<file path="src/rtl/blic_pkg.sv">
// Package for the backlight blink and idle controller.
// Holds widths, event and register codes, and the shared structs.
// No dependencies.
package blic_pkg;

  localparam int unsigned TIME_W      = 32;
  localparam int unsigned DUR_W       = 16;
  localparam int unsigned BLINK_COUNT = 3;
  localparam int unsigned PHASE_END   = 2 * BLINK_COUNT;
  localparam int unsigned PHASE_W     = $clog2(PHASE_END + 1);
  localparam int unsigned KIND_W      = 2;
  localparam int unsigned CFG_IDX_W   = 2;
  localparam int unsigned CFG_DATA_W  = TIME_W;

  // Input word layout in tdata, lowest bit first.
  localparam int unsigned IN_BITS   = TIME_W + 1 + TIME_W + KIND_W;
  localparam int unsigned IN_DATA_W = ((IN_BITS + 7) / 8) * 8;
  localparam int unsigned OUT_BITS  = 3;
  localparam int unsigned OUT_DATA_W = ((OUT_BITS + 7) / 8) * 8;

  typedef enum logic [1:0] {
    MODE_TIME  = 2'd0,
    MODE_BLINK = 2'd1,
    MODE_WAKE  = 2'd2,
    MODE_NONE  = 2'd3
  } mode_e;

  typedef enum logic [CFG_IDX_W-1:0] {
    REG_IDLE_TIMEOUT = 2'd0,
    REG_BLINK_ON     = 2'd1,
    REG_BLINK_LONG   = 2'd2,
    REG_BLINK_PAUSE  = 2'd3
  } cfg_reg_e;

  localparam logic [TIME_W-1:0] IDLE_TIMEOUT_RST = TIME_W'(60000);
  localparam logic [DUR_W-1:0]  BLINK_ON_RST     = DUR_W'(300);
  localparam logic [DUR_W-1:0]  BLINK_LONG_RST   = DUR_W'(800);
  localparam logic [DUR_W-1:0]  BLINK_PAUSE_RST  = DUR_W'(300);

  typedef struct packed {
    logic [TIME_W-1:0] idle_timeout;
    logic [DUR_W-1:0]  blink_on;
    logic [DUR_W-1:0]  blink_long_on;
    logic [DUR_W-1:0]  blink_pause;
  } blic_cfg_t;

  typedef struct packed {
    mode_e             mode;
    logic [TIME_W-1:0] now_ms;
    logic              control_active;
    logic [TIME_W-1:0] last_activity_ms;
    logic [KIND_W-1:0] pattern;
  } blic_item_t;

  typedef struct packed {
    logic               lit;
    logic               blinking;
    logic               dark_from_idle;
    logic [KIND_W-1:0]  blink_kind;
    logic [PHASE_W-1:0] phase_count;
    logic [TIME_W-1:0]  next_phase_time;
  } blic_state_t;

endpackage

</file>
<file path="src/rtl/blic_cfg.sv">
// Configuration register file of the backlight controller.
// Depends on blic_pkg.
module blic_cfg (
  input  logic                               clk_i,
  input  logic                               rst_ni,
  input  logic                               cfg_we_i,
  input  logic [blic_pkg::CFG_IDX_W-1:0]     cfg_idx_i,
  input  logic [blic_pkg::CFG_DATA_W-1:0]    cfg_data_i,
  output blic_pkg::blic_cfg_t                cfg_o
);
  import blic_pkg::*;

  blic_cfg_t cfg_q, cfg_d;

  always_comb begin
    cfg_d = cfg_q;
    if (cfg_we_i) begin
      unique case (cfg_reg_e'(cfg_idx_i))
        REG_IDLE_TIMEOUT: cfg_d.idle_timeout  = cfg_data_i[TIME_W-1:0];
        REG_BLINK_ON:     cfg_d.blink_on      = cfg_data_i[DUR_W-1:0];
        REG_BLINK_LONG:   cfg_d.blink_long_on = cfg_data_i[DUR_W-1:0];
        REG_BLINK_PAUSE:  cfg_d.blink_pause   = cfg_data_i[DUR_W-1:0];
        default:          cfg_d = cfg_q;
      endcase
    end
  end

  always_ff @(posedge clk_i or negedge rst_ni) begin
    if (!rst_ni) begin
      cfg_q.idle_timeout  <= IDLE_TIMEOUT_RST;
      cfg_q.blink_on      <= BLINK_ON_RST;
      cfg_q.blink_long_on <= BLINK_LONG_RST;
      cfg_q.blink_pause   <= BLINK_PAUSE_RST;
    end else begin
      cfg_q <= cfg_d;
    end
  end

  assign cfg_o = cfg_q;

endmodule

</file>
<file path="src/rtl/blic_step.sv">
// Next-state logic of the backlight controller for one event.
// Depends on blic_pkg.
module blic_step (
  input  blic_pkg::blic_cfg_t   cfg_i,
  input  blic_pkg::blic_item_t  item_i,
  input  blic_pkg::blic_state_t state_i,
  output blic_pkg::blic_state_t state_o
);
  import blic_pkg::*;

  logic [TIME_W-1:0] phase_diff;
  logic [TIME_W-1:0] idle_elapsed;
  logic              idle_expired;
  logic [DUR_W-1:0]  phase_len;
  logic              seq_done;

  // A negative wrapped difference means the phase time still lies ahead.
  assign phase_diff   = item_i.now_ms - state_i.next_phase_time;
  assign idle_elapsed = item_i.now_ms - item_i.last_activity_ms;
  assign idle_expired = (idle_elapsed >= cfg_i.idle_timeout);
  assign seq_done     = (state_i.phase_count >= PHASE_W'(PHASE_END));

  // Even phases are lit; the out-of-target and mains-absent kinds have odd codes
  // and use the long on time.
  always_comb begin
    if (state_i.phase_count[0]) begin
      phase_len = cfg_i.blink_pause;
    end else if (state_i.blink_kind[0]) begin
      phase_len = cfg_i.blink_long_on;
    end else begin
      phase_len = cfg_i.blink_on;
    end
  end

  always_comb begin
    state_o = state_i;
    unique case (item_i.mode)
      MODE_TIME: begin
        if (state_i.blinking) begin
          if (!phase_diff[TIME_W-1]) begin
            if (seq_done) begin
              state_o.blinking   = 1'b0;
              state_o.blink_kind = '0;
              if (!item_i.control_active && idle_expired) begin
                state_o.dark_from_idle = 1'b1;
                state_o.lit            = 1'b0;
              end else begin
                state_o.dark_from_idle = 1'b0;
                state_o.lit            = 1'b1;
              end
            end else begin
              state_o.lit             = ~state_i.phase_count[0];
              state_o.next_phase_time = item_i.now_ms
                                        + {{(TIME_W-DUR_W){1'b0}}, phase_len};
              state_o.phase_count     = state_i.phase_count + PHASE_W'(1);
            end
          end
        end else if (item_i.control_active) begin
          state_o.dark_from_idle = 1'b0;
          state_o.lit            = 1'b1;
        end else if (idle_expired) begin
          if (!state_i.dark_from_idle) begin
            state_o.dark_from_idle = 1'b1;
            state_o.lit            = 1'b0;
          end
        end else if (!state_i.dark_from_idle) begin
          state_o.lit = 1'b1;
        end
      end
      MODE_BLINK: begin
        state_o.blink_kind      = item_i.pattern;
        state_o.phase_count     = '0;
        state_o.blinking        = 1'b1;
        state_o.dark_from_idle  = 1'b0;
        state_o.next_phase_time = item_i.now_ms;
      end
      MODE_WAKE: begin
        state_o.dark_from_idle = 1'b0;
        if (!state_i.blinking) begin
          state_o.lit = 1'b1;
        end
      end
      MODE_NONE: begin
        state_o = state_i;
      end
      default: begin
        state_o = state_i;
      end
    endcase
  end

endmodule

</file>
<file path="src/rtl/backlight_blink_idle_controller_top.sv">
// Top level of the backlight blink and idle controller.
// Depends on blic_pkg, blic_cfg and blic_step.
//
// Use: events enter on the s_axis channel, one word each. tuser carries the
// event kind (time update, start blink, activity notice); tdata carries the
// time, control status, last activity time and blink pattern. Every event
// gives one result word on the m_axis channel with the backlight drive, the
// blink-busy flag and the idle-dark flag.
// An accepted word sits in an input register; once the output register is
// free or drained, the state update runs and the result is written to the
// output register, which offers it to the receiver on the m_axis channel.
// Throughput is one event per cycle unless the receiver stalls: the state
// update is combinational, from input register to state and output registers.
// When the receiver stalls, the output register holds its word and one more
// event may wait in the input register; then s_axis_tready drops.
// The configuration port writes durations and the idle timeout; write it only
// while no events are in flight. Reset returns all timings to their defaults,
// lights the backlight and stops any blink sequence.
module backlight_blink_idle_controller_top (
  input  logic                                clk_i,
  input  logic                                rst_ni,
  // Input words.
  input  logic                                s_axis_tvalid,
  output logic                                s_axis_tready,
  // tdata from bit 0: now_ms[32], control_active[1], last_activity_ms[32],
  // pattern[2], zero fill.
  input  logic [blic_pkg::IN_DATA_W-1:0]      s_axis_tdata,
  // tuser: mode[2].
  input  logic [1:0]                          s_axis_tuser,
  // Result words.
  output logic                                m_axis_tvalid,
  input  logic                                m_axis_tready,
  // tdata from bit 0: backlight_on[1], blink_busy[1], idle_dark[1], zero fill.
  output logic [blic_pkg::OUT_DATA_W-1:0]     m_axis_tdata,
  // Configuration writes.
  input  logic                                cfg_we_i,
  input  logic [blic_pkg::CFG_IDX_W-1:0]      cfg_idx_i,
  input  logic [blic_pkg::CFG_DATA_W-1:0]     cfg_data_i
);
  import blic_pkg::*;

  blic_cfg_t   cfg;
  blic_item_t  item_q, item_d;
  logic        in_valid_q;
  blic_state_t state_q, state_d;
  logic        out_valid_q;
  logic [OUT_BITS-1:0] out_data_q;
  logic        advance;
  logic        in_take;

  blic_cfg u_cfg (
    .clk_i      (clk_i),
    .rst_ni     (rst_ni),
    .cfg_we_i   (cfg_we_i),
    .cfg_idx_i  (cfg_idx_i),
    .cfg_data_i (cfg_data_i),
    .cfg_o      (cfg)
  );

  blic_step u_step (
    .cfg_i   (cfg),
    .item_i  (item_q),
    .state_i (state_q),
    .state_o (state_d)
  );

  // The input stage moves on whenever the output register is free or drained.
  assign advance       = !out_valid_q || m_axis_tready;
  assign s_axis_tready = !in_valid_q || advance;
  assign in_take       = s_axis_tvalid && s_axis_tready;

  always_comb begin
    item_d.mode             = mode_e'(s_axis_tuser);
    item_d.now_ms           = s_axis_tdata[TIME_W-1:0];
    item_d.control_active   = s_axis_tdata[TIME_W];
    item_d.last_activity_ms = s_axis_tdata[2*TIME_W:TIME_W+1];
    item_d.pattern          = s_axis_tdata[2*TIME_W+KIND_W:2*TIME_W+1];
  end

  always_ff @(posedge clk_i) begin
    if (in_take) begin
      item_q <= item_d;
    end
    if (in_valid_q && advance) begin
      out_data_q <= {state_d.dark_from_idle, state_d.blinking, state_d.lit};
    end
  end

  always_ff @(posedge clk_i or negedge rst_ni) begin
    if (!rst_ni) begin
      in_valid_q                <= 1'b0;
      out_valid_q               <= 1'b0;
      state_q.lit               <= 1'b1;
      state_q.blinking          <= 1'b0;
      state_q.dark_from_idle    <= 1'b0;
      state_q.blink_kind        <= '0;
      state_q.phase_count       <= '0;
      state_q.next_phase_time   <= '0;
    end else begin
      if (s_axis_tready) begin
        in_valid_q <= s_axis_tvalid;
      end
      if (advance) begin
        out_valid_q <= in_valid_q;
      end
      if (in_valid_q && advance) begin
        state_q <= state_d;
      end
    end
  end

  assign m_axis_tvalid = out_valid_q;
  assign m_axis_tdata  = {{(OUT_DATA_W-OUT_BITS){1'b0}}, out_data_q};

endmodule

</file>
<file path="config.mk">
export PLATFORM = sky130hd
export DESIGN_NAME = backlight_blink_idle_controller_top
export DESIGN_NICKNAME = d
export VERILOG_FILES = /design/src/rtl/blic_pkg.sv /design/src/rtl/blic_cfg.sv /design/src/rtl/blic_step.sv /design/src/rtl/backlight_blink_idle_controller_top.sv
export SDC_FILE = /design/constraint.sdc
export NUM_CORES = 1
export LEC_CHECK = 0
export ABC_AREA = 1
export BUFFER_PORTS_ARGS = -buffer_cell sky130_fd_sc_hd__buf_2
export CAP_MARGIN = 0
export CORE_ASPECT_RATIO = 0.7
export CORE_MARGIN = 1
export CORE_UTILIZATION = 56
export CTS_BUF_LIST = sky130_fd_sc_hd__clkbuf_2
export DETAILED_ROUTE_END_ITERATION = 12
export GPL_TIMING_DRIVEN = 0
export PLACE_DENSITY = 0.9
export SLEW_MARGIN = 20
export SYNTH_ARGS = -nofsm -noshare
export SYNTH_HDL_FRONTEND = slang
export SYNTH_SLANG_ARGS = --single-unit
</file>
<file path="constraint.sdc">
create_clock -name clk_i -period 3.5 [get_ports clk_i]
set_clock_uncertainty 0.15 [all_clocks]
set_input_delay 0.7 -clock clk_i [delete_from_list [all_inputs] [get_ports clk_i]]
set_output_delay 0.7 -clock clk_i [all_outputs]
set_load 0.05 [all_outputs]
</file>
==> reports/metrics.csv, run 1 <==
stage,metric,value,unit
global_route,pin count of the biggest net entering global routing,68,
critical_path,CP Launch Type,flop,
critical_path,FF-to-FF End,out_data_q[0],
die,Core Region,0.0202,sq mm
global_route,global route total overflow,0,
die,std cell rows,43,
critical_path,"Data required, critical path",3.99,ns
logic_synthesis,Synth Flop Type,dfrtp_1,
logic_synthesis,Gate Count Post-Synth,1429,
cells_and_area,area added between synthesis and finish,20.5,%
timing,RSZ-0062 raised after global routing,true,
timing,Setup WS post-layout,-0.538,ns
worst_hold_path,Hold Path End,u_cfg.cfg_o[43],
cells_and_area,final net count,1904,
critical_path,"slowest stage delay, CP",0.52,ns
drt,drt total wl,34.8,mm
worst_hold_path,critical hold path startpoint,cfg_data_i[11],
power_and_ir_drop,peak supply drop,325,uV
timing,final setup fails,4,
critical_path,flop2flop setup slack,-0.54,ns
logic_synthesis,Post-synth EDFFs,71,
outcome,failing checks,setup timing,
logic_synthesis,#FFs+latches synth,192,
timing,final hold violations,0,
logic_synthesis,Post-synth ARST share,0.630,
clocking,Clock Sinks,192,
critical_path,critical setup path kind,reg -> reg,
logic_synthesis,"Distinct cells, synth",44,
logic_synthesis,"top cells by count, synth","nand2_1 (330), inv_1 (203), a21oi_1 (141)",
critical_path,CP arrival,4.53,ns
global_route,initial antenna violation count,0,
critical_path,CP Capture Type,flop,
logic_synthesis,Ys Warns,0,
power_and_ir_drop,Pwr per Cell Area,577,mW/mm^2
placed_design,port bufs,111,
critical_path,slowest CP cell,edfxtp_1,
timing,f_max,0.248,GHz
drt,DRC,0,
die,I/O pins,123,
clocking,clock root buffer master,clkbuf_2,
timing,max-slew violation count,0,
cells_and_area,ant diodes,0,
critical_path,RR Startpoint,item_q[35],
cells_and_area,share of cells above drive strength 1,0.150,
clocking,CTS Buf Count,17,
worst_hold_path,WHS Path Cells,3,
drt,Iter 0 DRT Violations,1262,
die,chip width,175,microns
placed_design,Placer Congestion,0.937,
worst_hold_path,Hold Path Class,in -> reg,
drt,Vias,11157,
cells_and_area,fillers,1540,
logic_synthesis,largest cells by area after synthesis,"dfrtp_1 (22%), edfxtp_1 (18%), ha_1 (12%), nand2_1 (11%), inv_1 (6.5%)",
die,Die H,123,microns
placed_design,placed instance count,1816,
placed_design,Area after DPL,0.0128,sq mm
drt,Final ANT Viol Nets,0,
clocking,H-tree depth,4,
global_route,vias in the first global route,10906,
critical_path,R2R depth,25,
placed_design,Post-DP HPWL,24.1,mm
drt,First-pass DRT Iterations,6,
logic_synthesis,Yosys top cell area share,0.217,
flow_run,Max-Cap Viols,0,
logic_synthesis,mapped cell area,0.0118,sq mm
timing,fin crit share,1.15,
logic_synthesis,synthesized area per cell,8.25,sq um
timing,Max-Slew Margin vs Limit,0.548,
power_and_ir_drop,static leakage power,7.01,nW
outcome,status,finished with violations,
global_route,GRT Total Usage,0.333,
clocking,CTS tree,built,
clocking,clock-pin transition on the worst setup and hold timing paths,0.34,ns
cells_and_area,final instance area,0.0142,sq mm
logic_synthesis,"count leader, synth",nand2_1,
global_route,global-route wire length before repair,54.6,mm
die,Initial Util,0.583,
drt,routed wire length per instance,17.8,microns
logic_synthesis,"area leader, netlist",dfrtp_1,
drt,vias per cell,5.69,
critical_path,Worst path most repeated cell,nand2_2,
timing,WHS,0.0294,ns
timing,Worst-Margin Slew,0.677,ns
critical_path,"Max FO, Critical Path",3,
timing,min cycle time layout,4.04,ns
logic_synthesis,"Seq/Total Area, Yosys",0.440,
clocking,"Clk Latency, worst-skew pair",0.89,ns
clocking,clock tree buffer depth,2,
timing,Sum Neg Setup Slack,-2.03,ns
die,Die ar.,0.0216,sq mm
cells_and_area,post-route insts no fill,1961,
metal layers:
metal / vias to the layer above / routed length [microns] / part of all wire / GRT usage
li1: 5211 / - / - / -
met1: 5217 / 14000 / 0.40 / 0.423
met2: 621 / 15800 / 0.45 / 0.548
met3: 108 / 3680 / 0.11 / 0.0750
met4: 0 / 1320 / 0.038 / 0.151
met5: - / 0 / 0 / 0
worst max-delay path by stage:
stage               startpoint       endpoint  slack (ns)  depth (start not counted)
finish              item_q[35]  out_data_q[0]       -0.54                         25
global route        item_q[35]  out_data_q[2]       -0.73                         26
CTS                 item_q[35]  out_data_q[2]       -0.52                         26
detailed placement  item_q[35]  out_data_q[2]       -0.83                         26
global placement    item_q[37]  out_data_q[2]       -0.73                         24
floorplan           item_q[37]  out_data_q[2]       -0.04                         24
critical path: cells and delay by family (launching register included):
family	cells	cell delay (ns)
simple gates	14	1.14
compound gates	5	0.82
fa+ha+maj	3	0.81
flops	1	0.52
buf+inv	2	0.18
xor+xnor	1	0.17
sequential cells by signal (all words and copies together) (netlist names):
register       cells
in_valid_q         1
out_data_q         3
u_cfg.cfg_o       80
m_axis_tvalid      1
item_q            68
state_q           39
power by group:
group | total [W] | switching, W | leakage, nW | internal [W]
Clock | 0.00110 | 0.000876 | 0.143 | 0.000222
Sequential | 0.00307 | 0.000275 | 2.14 | 0.00280
Combinational | 0.00402 | 0.00251 | 4.73 | 0.00152
Total | 0.00820 | 0.00366 | 7.01 | 0.00454
kinds of logic after synthesis:
logic type,count (synthesis),share of synthesized area
flip-flops,192,0.440
multiplexers,1,0.000849
other,1,0.000318
AO/OA/AOI/OAI,314,0.143
adder cells (fa/ha/maj),113,0.121
buffers and inverters,243,0.0826
XOR/XNOR,42,0.0312
AND/OR/NAND/NOR,523,0.181
cell usage in the layout (no fill, tap or decap), types with 5 or more instances in the layout:
master,instances
o211ai_1,13
edfxtp_1,71
a21oi_1,136
clkbuf_2,21
dlygate4sd3_1,92
nand2_2,10
buf_6,6
nand4_1,8
inv_1,199
o21ai_2,7
buf_2,112
xor2_1,25
conb_1,5
nor2_1,96
xnor2_1,17
o21ai_0,99
inv_2,5
a21o_1,6
buf_4,27
o21a_1,5
nor3_1,11
o21ai_1,26
dfstp_2,19
nand3_1,59
dfrtp_1,101
ha_1,109
clkbuf_1,18
nand2_1,325
final cells by class:
class                           instances  area (sq um)  share of cell area
Buffer                                 35           201              0.0142
Clock buffer                           18          90.1             0.00634
Clock inverter                         14           124             0.00872
Inverter                              207           785              0.0552
Multi-Input combinational cell        998          5780               0.407
Sequential cell                       192          5180               0.365
Tap cell                              270           338              0.0238
Timing Repair Buffer                  227          1700               0.120
per-stage QoR:
stage	utilization	setup slack, ns	power (W)
after global routing	0.702	-0.733	0.00876
final	0.702	-0.538	0.00820
after detailed placement	0.633	-0.831	0.00676
after floorplan	-	-0.0355	0.00576
after global placement	0.630	-0.728	0.00655
after CTS	0.695	-0.519	0.00794
repair_timing:
item                                    4_1_cts  5_1_grt
endpoints found under the hold margin       155        1
hold buffers                                 91        1
endpoints found under the setup margin       25       18
resized for setup                            17       20
pin swaps                                    17       18
setup buffers                                10       12
Power figures use the tool's default switching activity.
==> run 2, diff against run 1 <==
Settings changed: CTS_CLUSTER_DIAMETER set to 60, MAX_ROUTING_LAYER set to met4.
==> run 2 against run 1 <==
The run still ends with setup timing left. Register-to-register slack got worse by 0.09 ns. Die area stayed put. Non-clock buffer count rose by 15. Global-route usage is 1.1 points higher. Routed wire length grew 1.0%. Combinational power up 1%. Via count up 1.2%. Clock power grew 7%. Core utilization rose by 0.90 points. Hold slack improved by 0.016 ns. Critical path type unchanged.
==> reports/metrics.csv, run 2 (same netlist as run 1, synthesis figures left out) <==
stage,metric,value,unit
drt,DRC,0,
cells_and_area,most frequent cells in the layout,"nand2_1 (322), inv_1 (199), a21oi_1 (134)",
timing,max-slew violation count,0,
timing,WHS,0.0453,ns
die,Die H,123,microns
timing,final hold violations,0,
critical_path,R2R depth,26,
worst_hold_path,Hold Path Class,in -> reg,
critical_path,"Max FO, Critical Path",3,
cells_and_area,"commonest non-fill, non-tap cell in the layout",nand2_1,
critical_path,CP Launch Type,flop,
placed_design,Area after DPL,0.0128,sq mm
global_route,global route total overflow,0,
cells_and_area,post-route insts no fill,1979,
placed_design,port bufs,111,
die,Initial Util,0.583,
clocking,clock root buffer master,clkbuf_2,
drt,drt total wl,35.2,mm
flow_run,Max-Cap Viols,0,
worst_hold_path,critical hold path startpoint,cfg_data_i[0],
timing,min cycle time layout,4.13,ns
die,Core Region,0.0202,sq mm
power_and_ir_drop,static leakage power,7.09,nW
timing,f_max,0.242,GHz
cells_and_area,flip-flop count of the largest register after layout,80,
timing,Worst-Margin Slew,0.673,ns
drt,routed wire length per instance,17.8,microns
global_route,vias in the first global route,11244,
critical_path,slowest CP cell,edfxtp_1,
timing,final setup fails,4,
global_route,global-route wire length before repair,55.1,mm
power_and_ir_drop,peak supply drop,322,uV
critical_path,"slowest stage delay, CP",0.52,ns
drt,First-pass DRT Iterations,6,
drt,Final ANT Viol Nets,0,
cells_and_area,share of cells above drive strength 1,0.154,
clocking,H-tree depth,4,
cells_and_area,area added between synthesis and finish,22.1,%
clocking,clock tree buffer depth,2,
placed_design,Placer Congestion,0.947,
clocking,CTS tree,built,
timing,Max-Slew Margin vs Limit,0.551,
outcome,failing checks,setup timing,
timing,RSZ-0062 raised after global routing,true,
clocking,clock-pin transition on the worst setup and hold timing paths,0.31,ns
drt,Vias,11289,
critical_path,CP Capture Type,flop,
die,Die ar.,0.0216,sq mm
cells_and_area,final instance area,0.0144,sq mm
worst_hold_path,WHS Path Cells,3,
power_and_ir_drop,Pwr per Cell Area,578,mW/mm^2
die,I/O pins,123,
die,chip width,175,microns
cells_and_area,final core utilization,0.711,
critical_path,RR Startpoint,item_q[35],
critical_path,flop2flop setup slack,-0.63,ns
worst_hold_path,Hold Path End,u_cfg.cfg_o[32],
placed_design,placed instance count,1816,
critical_path,FF-to-FF End,out_data_q[2],
critical_path,critical setup path kind,reg -> reg,
clocking,CTS Buf Count,17,
critical_path,"Data required, critical path",4.01,ns
cells_and_area,final net count,1919,
drt,Iter 0 DRT Violations,1268,
critical_path,CP arrival,4.64,ns
global_route,initial antenna violation count,2,
outcome,status,finished with violations,
global_route,GRT Total Usage,0.344,
clocking,"Clk Latency, worst-skew pair",0.87,ns
critical_path,Worst path most repeated cell,nand2_2,
die,std cell rows,43,
timing,fin crit share,1.18,
placed_design,Post-DP HPWL,24.0,mm
clocking,Clock Sinks,192,
drt,vias per cell,5.70,
global_route,pin count of the biggest net entering global routing,77,
timing,Setup WS post-layout,-0.630,ns
==> run 2: area by class of cell <==
| type | count | area, sq um |
|---|---|---|
| Clock inverter | 14 | 149 |
| Multi-Input combinational cell | 998 | 5800 |
| Timing Repair Buffer | 242 | 1840 |
| Inverter | 207 | 785 |
| Buffer | 35 | 201 |
| Antenna cell | 3 | 7.51 |
| Tap cell | 270 | 338 |
| Clock buffer | 18 | 90.1 |
| Fill cell | 1482 | 5840 |
| Sequential cell | 192 | 5180 |
==> run 2: power by group <==
group / switching [W] / internal [W] / total (W)
Combinational: 0.00253 / 0.00154 / 0.00407
Sequential: 0.000265 / 0.00280 / 0.00306
Clock: 0.000884 / 0.000293 / 0.00118
Total: 0.00368 / 0.00463 / 0.00831
==> run 2: worst max-delay path: cells and delay by family, from the launching register on <==
kind,cells,cell delay (ns)
AO/OA/AOI/OAI,7,1.13
adder cells (fa/ha/maj),3,0.78
AND/OR/NAND/NOR,13,0.93
buffers and inverters,2,0.19
XOR/XNOR,1,0.21
flip-flops,1,0.52
==> run 2: per-layer routing <==
metal | vias up | part of all wire | track usage
met3 | 123 | 0.11 | 0.0867
met4 | 0 | 0.037 | 0.144
met5 | - | 0 | -
met2 | 682 | 0.45 | 0.544
met1 | 5231 | 0.40 | 0.425
li1 | 5253 | - | -
==> run 2: worst max-delay path by stage <==
stage                     slack [ns]       start  cells past startpoint            end
after CTS                      -0.53  item_q[35]                     26  out_data_q[2]
after global routing           -0.86   item_q[4]                     25  out_data_q[2]
after detailed placement       -0.93  item_q[35]                     26  out_data_q[2]
final                          -0.63  item_q[35]                     26  out_data_q[2]
after global placement         -0.74  item_q[37]                     24  out_data_q[2]
after floorplan                -0.04  item_q[37]                     24  out_data_q[2]
==> run 2: metrics by stage <==
step           setup TNS, ns  setup slack [ns]  total power [W]
2_1_floorplan        -0.0569           -0.0355          0.00576
3_3_place_gp           -6.33            -0.739          0.00656
3_5_place_dp           -9.04            -0.926          0.00675
4_1_cts                -2.03            -0.526          0.00805
5_1_grt                -3.30            -0.855          0.00890
6_report               -2.41            -0.630          0.00831
==> run 2: repair_timing <==
action / in CTS / in global routing
setup buffers: 18 / 11
hold buffers: 100 / 0
pin swaps: 12 / 12
hold endpoints to repair: 183 / 0
resized for setup: 18 / 25
endpoints found under the setup margin: 25 / 19
==> run 3, diff against run 2 <==
Settings changed: ABC_CLOCK_PERIOD_IN_PS set to 4640, CORE_UTILIZATION 56 to 59, PLACE_DENSITY 0.9 to 0.91.
Clock period 3.5 ns to 4.64 ns, I/O delays scaled along.
==> run 3 against run 2 <==
Non-clock buffer count down 108. Hold slack better by 0.018 ns. Clock power fell by 25%. Largest cell class unchanged. Combinational power is 29% lower. Sequential cell count unchanged. The run now ends clean. Die area decreased by 5.0%. Critical endpoint is now out_data_q[0]. Global-route usage decreased by 2.0 points. Via count fell by 6.2%. Critical path depth decreased by 1. Final cell count decreased by 5.9%. Fmax is 4.8% lower.
==> reports/metrics.csv, run 3 (same netlist as run 1, synthesis figures left out) <==
stage,metric,value,unit
drt,Final ANT Viol Nets,0,
clocking,CTS Buf Count,17,
global_route,global-route wire length before repair,49.6,mm
critical_path,CP arrival,4.84,ns
clocking,clock tree buffer depth,2,
power_and_ir_drop,static leakage power,6.58,nW
die,Die H,120,microns
worst_hold_path,Hold Path Class,in -> reg,
cells_and_area,ant diodes,0,
critical_path,critical setup path kind,reg -> reg,
die,Initial Util,0.613,
clocking,CTS tree,built,
cells_and_area,final net count,1811,
outcome,status,"complete, no violations",
global_route,GRT Total Usage,0.324,
global_route,vias in the first global route,10163,
clocking,clock root buffer master,clkbuf_2,
timing,Worst-Margin Slew,0.672,ns
power_and_ir_drop,power consumption,0.00608,W
power_and_ir_drop,peak supply drop,222,uV
cells_and_area,fillers,1544,
clocking,"Clk Latency, worst-skew pair",0.85,ns
drt,drt total wl,31.5,mm
cells_and_area,most frequent cells in the layout,"nand2_1 (329), inv_1 (201), a21oi_1 (137)",
drt,vias per cell,5.69,
power_and_ir_drop,Pwr per Cell Area,459,mW/mm^2
power_and_ir_drop,Sequential Power Share,0.378,
placed_design,Post-DP HPWL,23.9,mm
critical_path,Worst path most repeated cell,nand2_1,
die,I/O pins,123,
drt,Iter 0 DRT Violations,1165,
die,Core Region,0.0192,sq mm
flow_run,Max-Cap Viols,0,
critical_path,"slowest stage delay, CP",0.51,ns
critical_path,"Max FO, Critical Path",3,
power_and_ir_drop,Clock Power Share,0.146,
global_route,pin count of the biggest net entering global routing,63,
critical_path,Levels on crit path,25,
placed_design,Placer Congestion,0.928,
clocking,H-tree depth,4,
timing,Max-Slew Margin vs Limit,0.552,
critical_path,Worst path top cell family by delay,simple AND/OR/NAND/NOR gates,
critical_path,slowest CP cell,edfxtp_1,
timing,fin crit share,0.934,
cells_and_area,final core utilization,0.688,
timing,RSZ-0062 raised after global routing,false,
power_and_ir_drop,Logic pwr share,0.476,
cells_and_area,post-route insts no fill,1862,
die,std cell rows,42,
drt,Vias,10592,
critical_path,CP Launch Type,flop,
drt,First-pass DRT Iterations,8,
cells_and_area,"commonest non-fill, non-tap cell in the layout",nand2_1,
die,Die ar.,0.0206,sq mm
critical_path,"Data required, critical path",5.14,ns
clocking,clock-pin transition on the worst setup and hold timing paths,0.33,ns
global_route,initial antenna violation count,0,
critical_path,CP Buf/Inv Count,2,
placed_design,port bufs,111,
power_and_ir_drop,Internal,0.00339,W
power_and_ir_drop,Net Switching,0.00269,W
global_route,global route total overflow,0,
power_and_ir_drop,Sw Share,0.443,
timing,final hold violations,0,
timing,max-slew violation count,0,
cells_and_area,area added between synthesis and finish,12.3,%
cells_and_area,final instance area,0.0132,sq mm
cells_and_area,flip-flop count of the largest register after layout,80,
timing,min cycle time layout,4.34,ns
clocking,Clock Sinks,192,
timing,final setup fails,0,
worst_hold_path,WHS Path Cells,1,
die,chip width,171,microns
timing,f_max,0.231,GHz
placed_design,placed instance count,1810,
critical_path,R2R depth,25,
placed_design,Area after DPL,0.0128,sq mm
drt,routed wire length per instance,16.9,microns
critical_path,CP Capture Type,flop,
cells_and_area,share of cells above drive strength 1,0.126,
drt,DRC,0,
timing,Sum Neg Setup Slack,0,ns
[run 3: cell types whose count changed in the layout (fill, tap and decap cells not counted), moves of 4 or more]
| cell | delta |
|---|---|
| nor2_1 | +4 |
| dlygate4sd3_1 | -84 |
| buf_4 | -25 |
| o21ai_2 | -6 |
| o21ai_1 | +5 |
| nor2_2 | -4 |
| clkbuf_1 | +5 |
| nand2_1 | +7 |
| nand2_2 | -6 |
| clkbuf_2 | -4 |
[run 3: metrics by stage]
step | setup WS [ns] | hold slack [ns]
6_report | 0.304 | 0.0635
5_1_grt | 0.0282 | 0.0116
4_1_cts | 0.0905 | 0.0148
3_5_place_dp | -0.0655 | 0.324
3_3_place_gp | 0.0912 | 0.316
2_1_floorplan | 1.00 | 0.299
[run 3: layer usage]
| metal | GRT usage | vias up | part of all wire |
|---|---|---|---|
| met3 | 0.0959 | 86 | 0.12 |
| met2 | 0.479 | 591 | 0.43 |
| met5 | - | - | 0 |
| met4 | 0.0949 | 0 | 0.026 |
| met1 | 0.433 | 4883 | 0.42 |
| li1 | - | 5032 | - |
[run 3: power by group through the flow]
stage	combinational, W	sequential (W)	clock [W]
2_1_floorplan	0.00204	0.00229	0
3_3_place_gp	0.00263	0.00231	0
3_5_place_dp	0.00277	0.00232	0
4_1_cts	0.00279	0.00229	0.000893
5_1_grt	0.00325	0.00233	0.000962
6_report	0.00289	0.00230	0.000889
[run 3: what timing repair did]
item                                    CTS  global route
cloned                                    0             0
gates resized for setup                   1             8
hold buffers                              1            15
pin swaps                                 0             1
setup buffers                             0             4
endpoints found under the setup margin    3             4
hold endpoints to repair                 54            15
[run 3: layout make-up]
class                           instances  area, sq um  share of cell area
Clock inverter                         15          173              0.0130
Buffer                                 36          194              0.0147
Clock buffer                           17         85.1             0.00643
Inverter                              207          782              0.0591
Sequential cell                       192         5180               0.392
Tap cell                              264          330              0.0250
Timing Repair Buffer                  133          807              0.0610
Multi-Input combinational cell        998         5680               0.429
[run 3: path summary, 6_finish.rpt]
kind	startpoint	to	slack, ns
hold / removal	s_axis_tdata[0]	item_q[35]	0.06
hold reg to reg	u_cfg.cfg_o[59]	u_cfg.cfg_o[59]	0.37
min in group asynchronous	rst_ni	state_q[4]	0.45
max in group asynchronous	rst_ni	u_cfg.cfg_o[8]	3.08
setup / recovery	item_q[35]	out_data_q[0]	0.30
setup reg to reg	item_q[35]	out_data_q[0]	0.30
